### src/oiq_pkg.sv
// Package for the ordered identifier queue: action and error codes, field widths,
// and the command and status structs that join the controller and the datapath.
// Depends on nothing.
`default_nettype none

package oiq_pkg;

   // Fixed widths of the channel fields.
   localparam int ACTION_W   = 3;
   localparam int IDENT_IO_W = 32;
   localparam int POS_W      = 4;
   localparam int COUNT_W    = 5;
   localparam int ERROR_W    = 2;

   // Request actions.
   localparam logic [ACTION_W-1:0] ACT_PUSH     = 3'd0;
   localparam logic [ACTION_W-1:0] ACT_POP      = 3'd1;
   localparam logic [ACTION_W-1:0] ACT_INSERT   = 3'd2;
   localparam logic [ACTION_W-1:0] ACT_REMOVE   = 3'd3;
   localparam logic [ACTION_W-1:0] ACT_CONTAINS = 3'd4;
   localparam logic [ACTION_W-1:0] ACT_READ     = 3'd5;
   localparam logic [ACTION_W-1:0] ACT_CLEAR    = 3'd6;

   // Error codes returned with every response.
   localparam logic [ERROR_W-1:0] ERR_OK    = 2'd0;
   localparam logic [ERROR_W-1:0] ERR_FULL  = 2'd1;
   localparam logic [ERROR_W-1:0] ERR_EMPTY = 2'd2;
   localparam logic [ERROR_W-1:0] ERR_RANGE = 2'd3;

   // Memory read address selection.
   localparam logic [1:0] RD_FRONT = 2'd0;
   localparam logic [1:0] RD_NEXT  = 2'd1;
   localparam logic [1:0] RD_PREV  = 2'd2;
   localparam logic [1:0] RD_POS   = 2'd3;

   // Index counter operations.
   localparam logic [2:0] IDX_HOLD = 3'd0;
   localparam logic [2:0] IDX_ZERO = 3'd1;
   localparam logic [2:0] IDX_OCC  = 3'd2;
   localparam logic [2:0] IDX_INC  = 3'd3;
   localparam logic [2:0] IDX_DEC  = 3'd4;

   // Occupancy counter operations.
   localparam logic [1:0] OCC_HOLD = 2'd0;
   localparam logic [1:0] OCC_INC  = 2'd1;
   localparam logic [1:0] OCC_DEC  = 2'd2;
   localparam logic [1:0] OCC_CLR  = 2'd3;

   typedef struct packed {
      logic                load;
      logic                rd_en;
      logic [1:0]          rd_sel;
      logic                wr_en;
      logic                wr_at_occ;
      logic                wr_from_id;
      logic [2:0]          idx_op;
      logic [1:0]          occ_op;
      logic                set_found;
      logic                set_item;
      logic                set_err;
      logic [ERROR_W-1:0]  err_code;
      logic                rsp_load;
   } oiq_cmd_type;

   typedef struct packed {
      logic [ACTION_W-1:0] action;
      logic                full;
      logic                empty;
      logic                ins_more;
      logic                shl_more;
      logic                idx_zero;
      logic                match;
      logic                read_oor;
   } oiq_status_type;

endpackage

`default_nettype wire

### src/oiq_req_if.sv
// Request and response channel interfaces of the ordered identifier queue.
// Depends on oiq_pkg for the field widths.
`default_nettype none

interface oiq_req_if;
   import oiq_pkg::*;

   logic                valid;
   logic                ready;
   logic [ACTION_W-1:0] action;
   logic [IDENT_IO_W-1:0] ident;
   logic [POS_W-1:0]    position;

   modport source (output valid, action, ident, position, input ready);
   modport sink   (input valid, action, ident, position, output ready);
endinterface

interface oiq_rsp_if;
   import oiq_pkg::*;

   logic                  valid;
   logic                  ready;
   logic [IDENT_IO_W-1:0] item;
   logic                  found;
   logic [COUNT_W-1:0]    count;
   logic [ERROR_W-1:0]    error;

   modport source (output valid, item, found, count, error, input ready);
   modport sink   (input valid, item, found, count, error, output ready);
endinterface

`default_nettype wire

### src/oiq_datapath.sv
// Datapath of the ordered identifier queue: entry memory, occupancy and index
// counters, request capture and the response register. Depends on oiq_pkg.
`default_nettype none

module oiq_datapath #(
   parameter int DEPTH   = 16,
   parameter int IDENT_W = 32
) (
   input  wire logic                            clock,
   input  wire logic                            reset,
   input  wire oiq_pkg::oiq_cmd_type            cmd,
   output      oiq_pkg::oiq_status_type         status,
   input  wire logic [oiq_pkg::ACTION_W-1:0]    req_action,
   input  wire logic [oiq_pkg::IDENT_IO_W-1:0]  req_ident,
   input  wire logic [oiq_pkg::POS_W-1:0]       req_position,
   output      logic [oiq_pkg::IDENT_IO_W-1:0]  rsp_item,
   output      logic                            rsp_found,
   output      logic [oiq_pkg::COUNT_W-1:0]     rsp_count,
   output      logic [oiq_pkg::ERROR_W-1:0]     rsp_error
);
   import oiq_pkg::*;

   localparam int CNT_W  = $clog2(DEPTH + 1);
   localparam int IDX_W  = $clog2(DEPTH);
   localparam int WIDE_W = CNT_W + POS_W;

   logic [IDENT_W-1:0]    mem [DEPTH];

   logic [ACTION_W-1:0]   act_ff;
   logic [IDENT_W-1:0]    id_ff;
   logic [POS_W-1:0]      pos_ff;
   logic [CNT_W-1:0]      occ_ff, occ_in;
   logic [CNT_W-1:0]      idx_ff, idx_in;
   logic [IDENT_W-1:0]    rd_data_ff;
   logic                  found_ff;
   logic [IDENT_W-1:0]    item_ff;
   logic [ERROR_W-1:0]    err_ff;

   logic [IDENT_IO_W-1:0] rsp_item_ff;
   logic                  rsp_found_ff;
   logic [COUNT_W-1:0]    rsp_count_ff;
   logic [ERROR_W-1:0]    rsp_error_ff;

   logic [IDENT_W+IDENT_IO_W-1:0] id_wide;
   logic [IDENT_W+IDENT_IO_W-1:0] item_wide;
   logic [CNT_W+COUNT_W-1:0]      occ_out_wide;
   logic [WIDE_W-1:0]     occ_wide, pos_wide, idx_wide, ins_at;
   logic [CNT_W-1:0]      idx_plus, idx_minus;
   logic [IDX_W-1:0]      rd_addr, wr_addr;
   logic [IDENT_W-1:0]    wr_data;

   // Identifier width adaption, both directions, by zero extension and truncation.
   assign id_wide      = {{IDENT_W{1'b0}}, req_ident};
   assign item_wide    = {{IDENT_IO_W{1'b0}}, item_ff};
   assign occ_out_wide = {{COUNT_W{1'b0}}, occ_ff};

   assign occ_wide  = {{POS_W{1'b0}}, occ_ff};
   assign idx_wide  = {{POS_W{1'b0}}, idx_ff};
   assign pos_wide  = {{CNT_W{1'b0}}, pos_ff};
   assign ins_at    = (pos_wide < occ_wide) ? pos_wide : occ_wide;
   assign idx_plus  = idx_ff + CNT_W'(1);
   assign idx_minus = idx_ff - CNT_W'(1);

   always_comb begin
      status.action   = act_ff;
      status.full     = (occ_ff == CNT_W'(DEPTH));
      status.empty    = (occ_ff == '0);
      status.ins_more = (idx_wide > ins_at);
      status.shl_more = (idx_plus < occ_ff);
      status.idx_zero = (idx_ff == '0);
      status.match    = (rd_data_ff == id_ff);
      status.read_oor = (pos_wide >= occ_wide);
   end

   always_comb begin
      case (cmd.rd_sel)
         RD_NEXT: rd_addr = idx_plus[IDX_W-1:0];
         RD_PREV: rd_addr = idx_minus[IDX_W-1:0];
         RD_POS:  rd_addr = pos_wide[IDX_W-1:0];
         default: rd_addr = '0;
      endcase
   end

   assign wr_addr = cmd.wr_at_occ ? occ_ff[IDX_W-1:0] : idx_ff[IDX_W-1:0];
   assign wr_data = cmd.wr_from_id ? id_ff : rd_data_ff;

   always_comb begin
      case (cmd.idx_op)
         IDX_ZERO: idx_in = '0;
         IDX_OCC:  idx_in = occ_ff;
         IDX_INC:  idx_in = idx_plus;
         IDX_DEC:  idx_in = idx_minus;
         default:  idx_in = idx_ff;
      endcase
   end

   always_comb begin
      case (cmd.occ_op)
         OCC_INC: occ_in = occ_ff + CNT_W'(1);
         OCC_DEC: occ_in = occ_ff - CNT_W'(1);
         OCC_CLR: occ_in = '0;
         default: occ_in = occ_ff;
      endcase
   end

   // Entry memory: one write and one registered read per cycle.
   always_ff @(posedge clock) begin
      if (cmd.wr_en) begin
         mem[wr_addr] <= wr_data;
      end
      if (cmd.rd_en) begin
         rd_data_ff <= mem[rd_addr];
      end
   end

   always_ff @(posedge clock) begin
      if (reset) begin
         occ_ff <= '0;
      end else begin
         occ_ff <= occ_in;
      end
   end

   always_ff @(posedge clock) begin
      idx_ff <= idx_in;
      if (cmd.load) begin
         act_ff   <= req_action;
         id_ff    <= id_wide[IDENT_W-1:0];
         pos_ff   <= req_position;
         found_ff <= 1'b0;
         item_ff  <= '0;
         err_ff   <= ERR_OK;
      end else begin
         if (cmd.set_found) begin
            found_ff <= 1'b1;
         end
         if (cmd.set_item) begin
            item_ff <= rd_data_ff;
         end
         if (cmd.set_err) begin
            err_ff <= cmd.err_code;
         end
      end
      if (cmd.rsp_load) begin
         rsp_item_ff  <= item_wide[IDENT_IO_W-1:0];
         rsp_found_ff <= found_ff;
         rsp_count_ff <= occ_out_wide[COUNT_W-1:0];
         rsp_error_ff <= err_ff;
      end
   end

   assign rsp_item  = rsp_item_ff;
   assign rsp_found = rsp_found_ff;
   assign rsp_count = rsp_count_ff;
   assign rsp_error = rsp_error_ff;

endmodule

`default_nettype wire

### src/oiq_controller.sv
// Controller state machine of the ordered identifier queue. It sequences
// memory reads, writes and shifts per action. Depends on oiq_pkg.
`default_nettype none

module oiq_controller (
   input  wire logic                    clock,
   input  wire logic                    reset,
   input  wire logic                    req_valid,
   output      logic                    req_ready,
   output      logic                    rsp_valid,
   input  wire logic                    rsp_ready,
   input  wire oiq_pkg::oiq_status_type status,
   output      oiq_pkg::oiq_cmd_type    cmd
);
   import oiq_pkg::*;

   localparam logic [3:0] S_IDLE     = 4'd0;
   localparam logic [3:0] S_DECODE   = 4'd1;
   localparam logic [3:0] S_POP_CAP  = 4'd2;
   localparam logic [3:0] S_SHL_RD   = 4'd3;
   localparam logic [3:0] S_SHL_WR   = 4'd4;
   localparam logic [3:0] S_SHR_RD   = 4'd5;
   localparam logic [3:0] S_SHR_WR   = 4'd6;
   localparam logic [3:0] S_SCAN_RD  = 4'd7;
   localparam logic [3:0] S_SCAN_CMP = 4'd8;
   localparam logic [3:0] S_READ_CAP = 4'd9;
   localparam logic [3:0] S_DONE     = 4'd10;

   logic [3:0] state_ff, state_in;
   logic       rsp_valid_ff, rsp_valid_in;

   always_comb begin
      state_in  = state_ff;
      cmd       = '0;
      req_ready = 1'b0;

      case (state_ff)
         S_IDLE: begin
            req_ready = 1'b1;
            if (req_valid) begin
               cmd.load = 1'b1;
               state_in = S_DECODE;
            end
         end
         S_DECODE: begin
            state_in = S_DONE;
            case (status.action)
               ACT_PUSH: begin
                  if (status.full) begin
                     cmd.set_err  = 1'b1;
                     cmd.err_code = ERR_FULL;
                  end else begin
                     cmd.wr_en      = 1'b1;
                     cmd.wr_at_occ  = 1'b1;
                     cmd.wr_from_id = 1'b1;
                     cmd.occ_op     = OCC_INC;
                  end
               end
               ACT_POP: begin
                  if (status.empty) begin
                     cmd.set_err  = 1'b1;
                     cmd.err_code = ERR_EMPTY;
                  end else begin
                     cmd.rd_en  = 1'b1;
                     cmd.rd_sel = RD_FRONT;
                     cmd.idx_op = IDX_ZERO;
                     state_in   = S_POP_CAP;
                  end
               end
               ACT_INSERT: begin
                  if (status.full) begin
                     cmd.set_err  = 1'b1;
                     cmd.err_code = ERR_FULL;
                  end else begin
                     cmd.idx_op = IDX_OCC;
                     state_in   = S_SHR_RD;
                  end
               end
               ACT_REMOVE, ACT_CONTAINS: begin
                  cmd.idx_op = IDX_OCC;
                  state_in   = S_SCAN_RD;
               end
               ACT_READ: begin
                  if (status.read_oor) begin
                     cmd.set_err  = 1'b1;
                     cmd.err_code = ERR_RANGE;
                  end else begin
                     cmd.rd_en  = 1'b1;
                     cmd.rd_sel = RD_POS;
                     state_in   = S_READ_CAP;
                  end
               end
               ACT_CLEAR: begin
                  cmd.occ_op = OCC_CLR;
               end
               default: begin
                  state_in = S_DONE;
               end
            endcase
         end
         S_POP_CAP: begin
            cmd.set_item = 1'b1;
            state_in     = S_SHL_RD;
         end
         S_SHL_RD: begin
            if (status.shl_more) begin
               cmd.rd_en  = 1'b1;
               cmd.rd_sel = RD_NEXT;
               state_in   = S_SHL_WR;
            end else begin
               cmd.occ_op = OCC_DEC;
               state_in   = S_DONE;
            end
         end
         S_SHL_WR: begin
            cmd.wr_en  = 1'b1;
            cmd.idx_op = IDX_INC;
            state_in   = S_SHL_RD;
         end
         S_SHR_RD: begin
            if (status.ins_more) begin
               cmd.rd_en  = 1'b1;
               cmd.rd_sel = RD_PREV;
               state_in   = S_SHR_WR;
            end else begin
               cmd.wr_en      = 1'b1;
               cmd.wr_from_id = 1'b1;
               cmd.occ_op     = OCC_INC;
               state_in       = S_DONE;
            end
         end
         S_SHR_WR: begin
            cmd.wr_en  = 1'b1;
            cmd.idx_op = IDX_DEC;
            state_in   = S_SHR_RD;
         end
         S_SCAN_RD: begin
            if (status.idx_zero) begin
               state_in = S_DONE;
            end else begin
               cmd.rd_en  = 1'b1;
               cmd.rd_sel = RD_PREV;
               cmd.idx_op = IDX_DEC;
               state_in   = S_SCAN_CMP;
            end
         end
         S_SCAN_CMP: begin
            if (status.match) begin
               cmd.set_found = 1'b1;
               state_in = (status.action == ACT_REMOVE) ? S_SHL_RD : S_DONE;
            end else begin
               state_in = S_SCAN_RD;
            end
         end
         S_READ_CAP: begin
            cmd.set_item = 1'b1;
            state_in     = S_DONE;
         end
         S_DONE: begin
            if (!rsp_valid_ff || rsp_ready) begin
               cmd.rsp_load = 1'b1;
               state_in     = S_IDLE;
            end
         end
         default: begin
            state_in = S_IDLE;
         end
      endcase
   end

   always_comb begin
      if (cmd.rsp_load) begin
         rsp_valid_in = 1'b1;
      end else if (rsp_ready) begin
         rsp_valid_in = 1'b0;
      end else begin
         rsp_valid_in = rsp_valid_ff;
      end
   end

   always_ff @(posedge clock) begin
      if (reset) begin
         state_ff     <= S_IDLE;
         rsp_valid_ff <= 1'b0;
      end else begin
         state_ff     <= state_in;
         rsp_valid_ff <= rsp_valid_in;
      end
   end

   assign rsp_valid = rsp_valid_ff;

endmodule

`default_nettype wire

### src/ordered_id_queue_with_insert_remove.sv
// Top level of the ordered identifier queue: controller plus datapath.
// Depends on oiq_pkg, oiq_req_if, oiq_rsp_if, oiq_controller and oiq_datapath.
//
//   Channel  Direction  Handshake            Carries
//   req_if   in         valid/ready          action, ident, position
//   rsp_if   out        valid/ready          item, found, count, error
//
// A push, a clear or any request that ends in an error goes from decode to the
// response, and a read first captures the addressed entry. Pop and insert move
// the entries behind the affected position, one read and one write per entry.
// Remove and contains scan from the back, one entry per read, and remove then
// closes the gap the same way, so the worst case is a remove of the front entry
// of a full queue. The entry memory allows one write and one registered read
// a cycle. Reset empties the queue at once.
// The response sits in an output register; a request is taken while an older
// response still waits, and only the final response load stalls on rsp ready.
`default_nettype none

module ordered_id_queue_with_insert_remove #(
   parameter int DEPTH   = 16,
   parameter int IDENT_W = 32
) (
   input wire logic  clock,
   input wire logic  reset,
   oiq_req_if.sink   req_if,
   oiq_rsp_if.source rsp_if
);
   import oiq_pkg::*;

   oiq_cmd_type    cmd;
   oiq_status_type status;

   // The controller owns all sequencing and both handshakes.
   oiq_controller u_controller (
      .clock     (clock),
      .reset     (reset),
      .req_valid (req_if.valid),
      .req_ready (req_if.ready),
      .rsp_valid (rsp_if.valid),
      .rsp_ready (rsp_if.ready),
      .status    (status),
      .cmd       (cmd)
   );

   // The datapath holds the entries and drives the response payload.
   oiq_datapath #(
      .DEPTH   (DEPTH),
      .IDENT_W (IDENT_W)
   ) u_datapath (
      .clock        (clock),
      .reset        (reset),
      .cmd          (cmd),
      .status       (status),
      .req_action   (req_if.action),
      .req_ident    (req_if.ident),
      .req_position (req_if.position),
      .rsp_item     (rsp_if.item),
      .rsp_found    (rsp_if.found),
      .rsp_count    (rsp_if.count),
      .rsp_error    (rsp_if.error)
   );

endmodule

`default_nettype wire

### src/flat_wrapper.sv
// flat-port wrapper written by rule: the top's interface ports become plain ports
module ordered_id_queue_with_insert_remove_flat import oiq_pkg::*;
#(
   parameter int DEPTH   = 16,
   parameter int IDENT_W = 32
)
  (clock, reset, req_if_valid, req_if_action, req_if_ident, req_if_position, req_if_ready, rsp_if_valid, rsp_if_item, rsp_if_found, rsp_if_count, rsp_if_error, rsp_if_ready);
  oiq_req_if req_if_i ();
  oiq_rsp_if rsp_if_i ();
  input wire logic clock;
  input wire logic reset;
  input wire logic [$bits(req_if_i.valid)-1:0] req_if_valid;
  input wire logic [$bits(req_if_i.action)-1:0] req_if_action;
  input wire logic [$bits(req_if_i.ident)-1:0] req_if_ident;
  input wire logic [$bits(req_if_i.position)-1:0] req_if_position;
  output wire logic [$bits(req_if_i.ready)-1:0] req_if_ready;
  output wire logic [$bits(rsp_if_i.valid)-1:0] rsp_if_valid;
  output wire logic [$bits(rsp_if_i.item)-1:0] rsp_if_item;
  output wire logic [$bits(rsp_if_i.found)-1:0] rsp_if_found;
  output wire logic [$bits(rsp_if_i.count)-1:0] rsp_if_count;
  output wire logic [$bits(rsp_if_i.error)-1:0] rsp_if_error;
  input wire logic [$bits(rsp_if_i.ready)-1:0] rsp_if_ready;
  assign req_if_i.valid = req_if_valid;
  assign req_if_i.action = req_if_action;
  assign req_if_i.ident = req_if_ident;
  assign req_if_i.position = req_if_position;
  assign req_if_ready = req_if_i.ready;
  assign rsp_if_valid = rsp_if_i.valid;
  assign rsp_if_item = rsp_if_i.item;
  assign rsp_if_found = rsp_if_i.found;
  assign rsp_if_count = rsp_if_i.count;
  assign rsp_if_error = rsp_if_i.error;
  assign rsp_if_i.ready = rsp_if_ready;
  ordered_id_queue_with_insert_remove #(.DEPTH(DEPTH), .IDENT_W(IDENT_W)) u_core (.clock(clock), .reset(reset), .req_if(req_if_i), .rsp_if(rsp_if_i));
endmodule
### config.mk
export PLATFORM = sky130hd
export DESIGN_NAME = ordered_id_queue_with_insert_remove_flat
export DESIGN_NICKNAME = d
export VERILOG_FILES = /design/src/oiq_pkg.sv /design/src/oiq_req_if.sv /design/src/oiq_datapath.sv /design/src/oiq_controller.sv /design/src/ordered_id_queue_with_insert_remove.sv /design/src/flat_wrapper.sv
export SDC_FILE = /design/constraint.sdc
export NUM_CORES = 1
export LEC_CHECK = 0
export ABC_AREA = 1
export BUFFER_PORTS_ARGS = -buffer_cell sky130_fd_sc_hd__buf_2
export CAP_MARGIN = 20
export CORE_MARGIN = 2
export CORE_UTILIZATION = 25
export DETAILED_ROUTE_END_ITERATION = 8
export PLACE_DENSITY = 0.36
export SYNTH_ARGS = -nofsm -noshare
export SYNTH_HDL_FRONTEND = slang
export SYNTH_SLANG_ARGS = --single-unit
### constraint.sdc
create_clock -name clock -period 9.55 [get_ports clock]
set_clock_uncertainty 0.15 [all_clocks]
set_input_delay 1.4325 -clock clock [delete_from_list [all_inputs] [get_ports clock]]
set_output_delay 1.4325 -clock clock [all_outputs]
set_load 0.01 [all_outputs]
==> impl_metrics.ini <==
[clock_tree]
cts_root_buf = clkbuf_16
cts_tree = built
cts_sinks = 673
cts_buffers = 78
post_cts_buffers = 0
ctsResizeCount = 0
cts_max_level = 3
holdBufCountCts = 0
clk_latency_ns = 0.64
clockBufferDepth = 3
path_clk_slew_ns = 0.06

[critical_path]
critical_path_class = register to register
regToRegStartpoint = u_core.u_datapath.occ_ff[1]$_SDFFE_PP0P_
required_ns = 9.77
cp_max_fo = 33
cp-start-kind = register
end_kind = register
critPathArrivalTime_ns = 5.65
crit_path_start = u_core.u_datapath.occ_ff[1]$_SDFFE_PP0P_

[min_path]
hp-start = u_core.u_datapath.item_ff[23]$_SDFFE_PP0P_
hold_class = register to register

[cells_and_area]
drive_above_1_share_pct = 10.1
utilization_pct = 29.3
fill_cells = 12400
antenna_cells = 0
final_cell_mix = edfxtp_1, inv_1, nand3_1, nand2_1, nand4_1
ff_latch_area_um2 = 19800
multi_input_area_um2 = 7680
layout_commonest_cell = edfxtp_1
area_delta_synth_final_pct = 16.0
fin_nets = 3005

[detailed_routing]
final_antenna_net_count = 0
drt_wl_total_um = 100000
first_iter_violations = 1746
route.detailed.drc = 0
first_pass_iters = 8
via_per_inst = 4.60
via_count = 21200
post_drt_wl_per_cell_um = 21.8

[pwr]
power_density_nw_per_um2 = 247
comb_power_share_pct = 20.2
leakagePower_uw = 0.0140
p_sw_share_pct = 30.9
p_seq_share_pct = 44.7
p_int_uw = 6010
power.share.clock_pct = 35.1
peakVddDrop_mv = 0.108
p_sw_uw = 2690
power_uw = 8690

[synthesis]
synthArstFlopShare_pct = 0
yosys.area.top_type_share_pct = 62.3
synthTopCellsByArea = edfxtp_1, nand3_1, inv_1
synth_top_area_cell = edfxtp_1
post_synth.cell_area_avg_um2 = 10.4
synth-edff-count = 628
syn_nets = 2969
ys.warnings.count = 0
ys_seq_elements = 673
synth_ff_type = edfxtp_1
syn-instance-count = 2907
netlist_area_um2 = 30300
synthDistinctLibCells = 43
ys_seq_area_share_pct = 65.2

[floorplan]
rows = 127
core_area_um2 = 120000
ioPinCount = 85
die_h_um = 352
initial_core_util_pct = 25.2
die_area_um2 = 124000
die_width_um = 352

[timing]
fin_crit_sh_pct = 56.8
final-setup-viol-count = 0
hold_viol = 0
rsz0062_at_grt = no
timing.slew.headroom_pct = 35.2
finalSetupTns_ns = 0
fmax_mhz = 184
worst_slew_pin_slew_ns = 0.973
fin_crit_ns = 5.43
drv_slew = 0
whs_ns = 0.278

[run]
max_cap_violations = 0

[status]
status = finished, final reports clean

[grt]
track_usage_pct = 16.0
grt_max_degree = 168
grt_pass1_vias = 21100
use_met2_pct = 25.9
grt_overflow_total = 0
use_met3_pct = 2.50
antenna_found_initial = 3
grt-busiest-layer = met2
grt_util_met1_pct = 21.8
grt_pass1_wl_um = 147000

[placed_design]
dpl.hpwl_um = 51100
place.port_buffers = 84
gp_congestion = 0.781
[Yosys cell counts (2+ instances only)]
| cell | instances |
|---|---|
| nand2_1 | 458 |
| ha_1 | 18 |
| o21ai_0 | 41 |
| nand3_1 | 472 |
| edfxtp_1 | 628 |
| nor2_2 | 4 |
| nand4_2 | 2 |
| clkinv_1 | 3 |
| o22ai_1 | 2 |
| a21oi_1 | 21 |
| or2_2 | 5 |
| clkbuf_1 | 74 |
| inv_2 | 11 |
| o31ai_1 | 3 |
| xnor2_1 | 15 |
| nor2_1 | 101 |
| dfxtp_1 | 45 |
| o221ai_1 | 2 |
| buf_4 | 9 |
| nand4_1 | 259 |
| o21a_1 | 2 |
| o21ai_1 | 15 |
| buf_6 | 14 |
| inv_1 | 565 |
| nor3_1 | 12 |
| buf_2 | 54 |
| nand3_2 | 4 |
| o211ai_1 | 3 |
| xor2_1 | 20 |
| nor3_4 | 3 |
| nand2_2 | 6 |
| buf_1 | 25 |
[worst max-delay path, cell delays in order (launching register included)]
cell      delay, ns
dfxtp_1        0.42
inv_1          0.18
ha_1           0.35
nand2_1        0.10
nor3_4         0.27
nor2_8         0.09
inv_1          0.11
nand2_1        0.06
o21ai_0        0.08
ha_1           0.26
nand2_1        0.07
nand2_1        0.04
nand2_1        0.06
nand3_1        0.10
nand3_1        0.12
nand2_2        0.14
inv_2          0.08
o22ai_1        0.09
a21oi_4        0.12
buf_4          0.66
clkinv_1       0.76
buf_4          0.55
nand3_1        0.18
nand2_1        0.07
[path summary, 6_finish.rpt]
path	to	slack, ns	cells after the start
hold / removal	u_core.u_datapath.rsp_item[23]$_DFFE_PP_	0.28	0
hold reg to reg	u_core.u_datapath.rsp_item[23]$_DFFE_PP_	0.28	0
setup / recovery	u_core.u_datapath.rd_data_ff[28]$_DFFE_PP_	4.12	23
setup reg to reg	u_core.u_datapath.rd_data_ff[28]$_DFFE_PP_	4.12	23
[layout make-up]
class,count,area share (%)
clock inverters,29,0.883
flip-flops and latches,673,56.2
clock buffers,114,6.50
multi-input cells,1479,21.9
repair buffers,132,2.61
well taps,1612,5.74
inverters,579,6.19
[logic make-up (layout without fill, tap and decap cells)]
logic type / Yosys count / after routing / share of synthesized area (%)
AND/OR/NAND/NOR: 1331 / 1331 / 21.2
flip-flops: 673 / 673 / 65.2
AO/OA/AOI/OAI: 93 / 93 / 1.67
XOR/XNOR: 35 / 35 / 1.01
other: 1 / 1 / 0.0124
adder cells (fa/ha/maj): 19 / 19 / 0.810
buffers and inverters: 755 / 854 / 10.0
[power groups by stage]
stage                     clock, uW  sequential [uW]  combinational [uW]
after floorplan                   0             3860                1150
after global placement            0             3950                1730
after detailed placement          0             3950                1760
after CTS                      3140             3890                1760
after global routing           3250             3910                1980
final                          3050             3890                1760
[stage by stage]
stage	area, um^2	instances	worst slack [ns]
floorplan	30300	2907	5.13
CTS	35000	4614	4.07
global route	35100	4618	3.74
finish	35100	4618	4.12
global placement	32400	4470	4.18
detailed placement	32400	4471	4.09
[flip-flops by register name (all words and copies together) (netlist names), 2 cells and up]
signal,count
u_core.u_controller.state_ff,4
u_core.u_datapath.act_ff,3
u_core.u_datapath.err_ff,2
u_core.u_datapath.id_ff,32
u_core.u_datapath.idx_ff,5
u_core.u_datapath.item_ff,32
u_core.u_datapath.mem,512
u_core.u_datapath.occ_ff,5
u_core.u_datapath.pos_ff,4
u_core.u_datapath.rd_data_ff,32
u_core.u_datapath.rsp_count,5
u_core.u_datapath.rsp_error,2
u_core.u_datapath.rsp_item,32
[metal layers]
metal | routed length [um] | vias up
met4 | 2430 | 0
met2 | 46700 | 600
met5 | 0 | -
met3 | 5490 | 132
met1 | 45900 | 10600
li1 | - | 9933
Note: power is estimated with default switching activity, not from simulation.
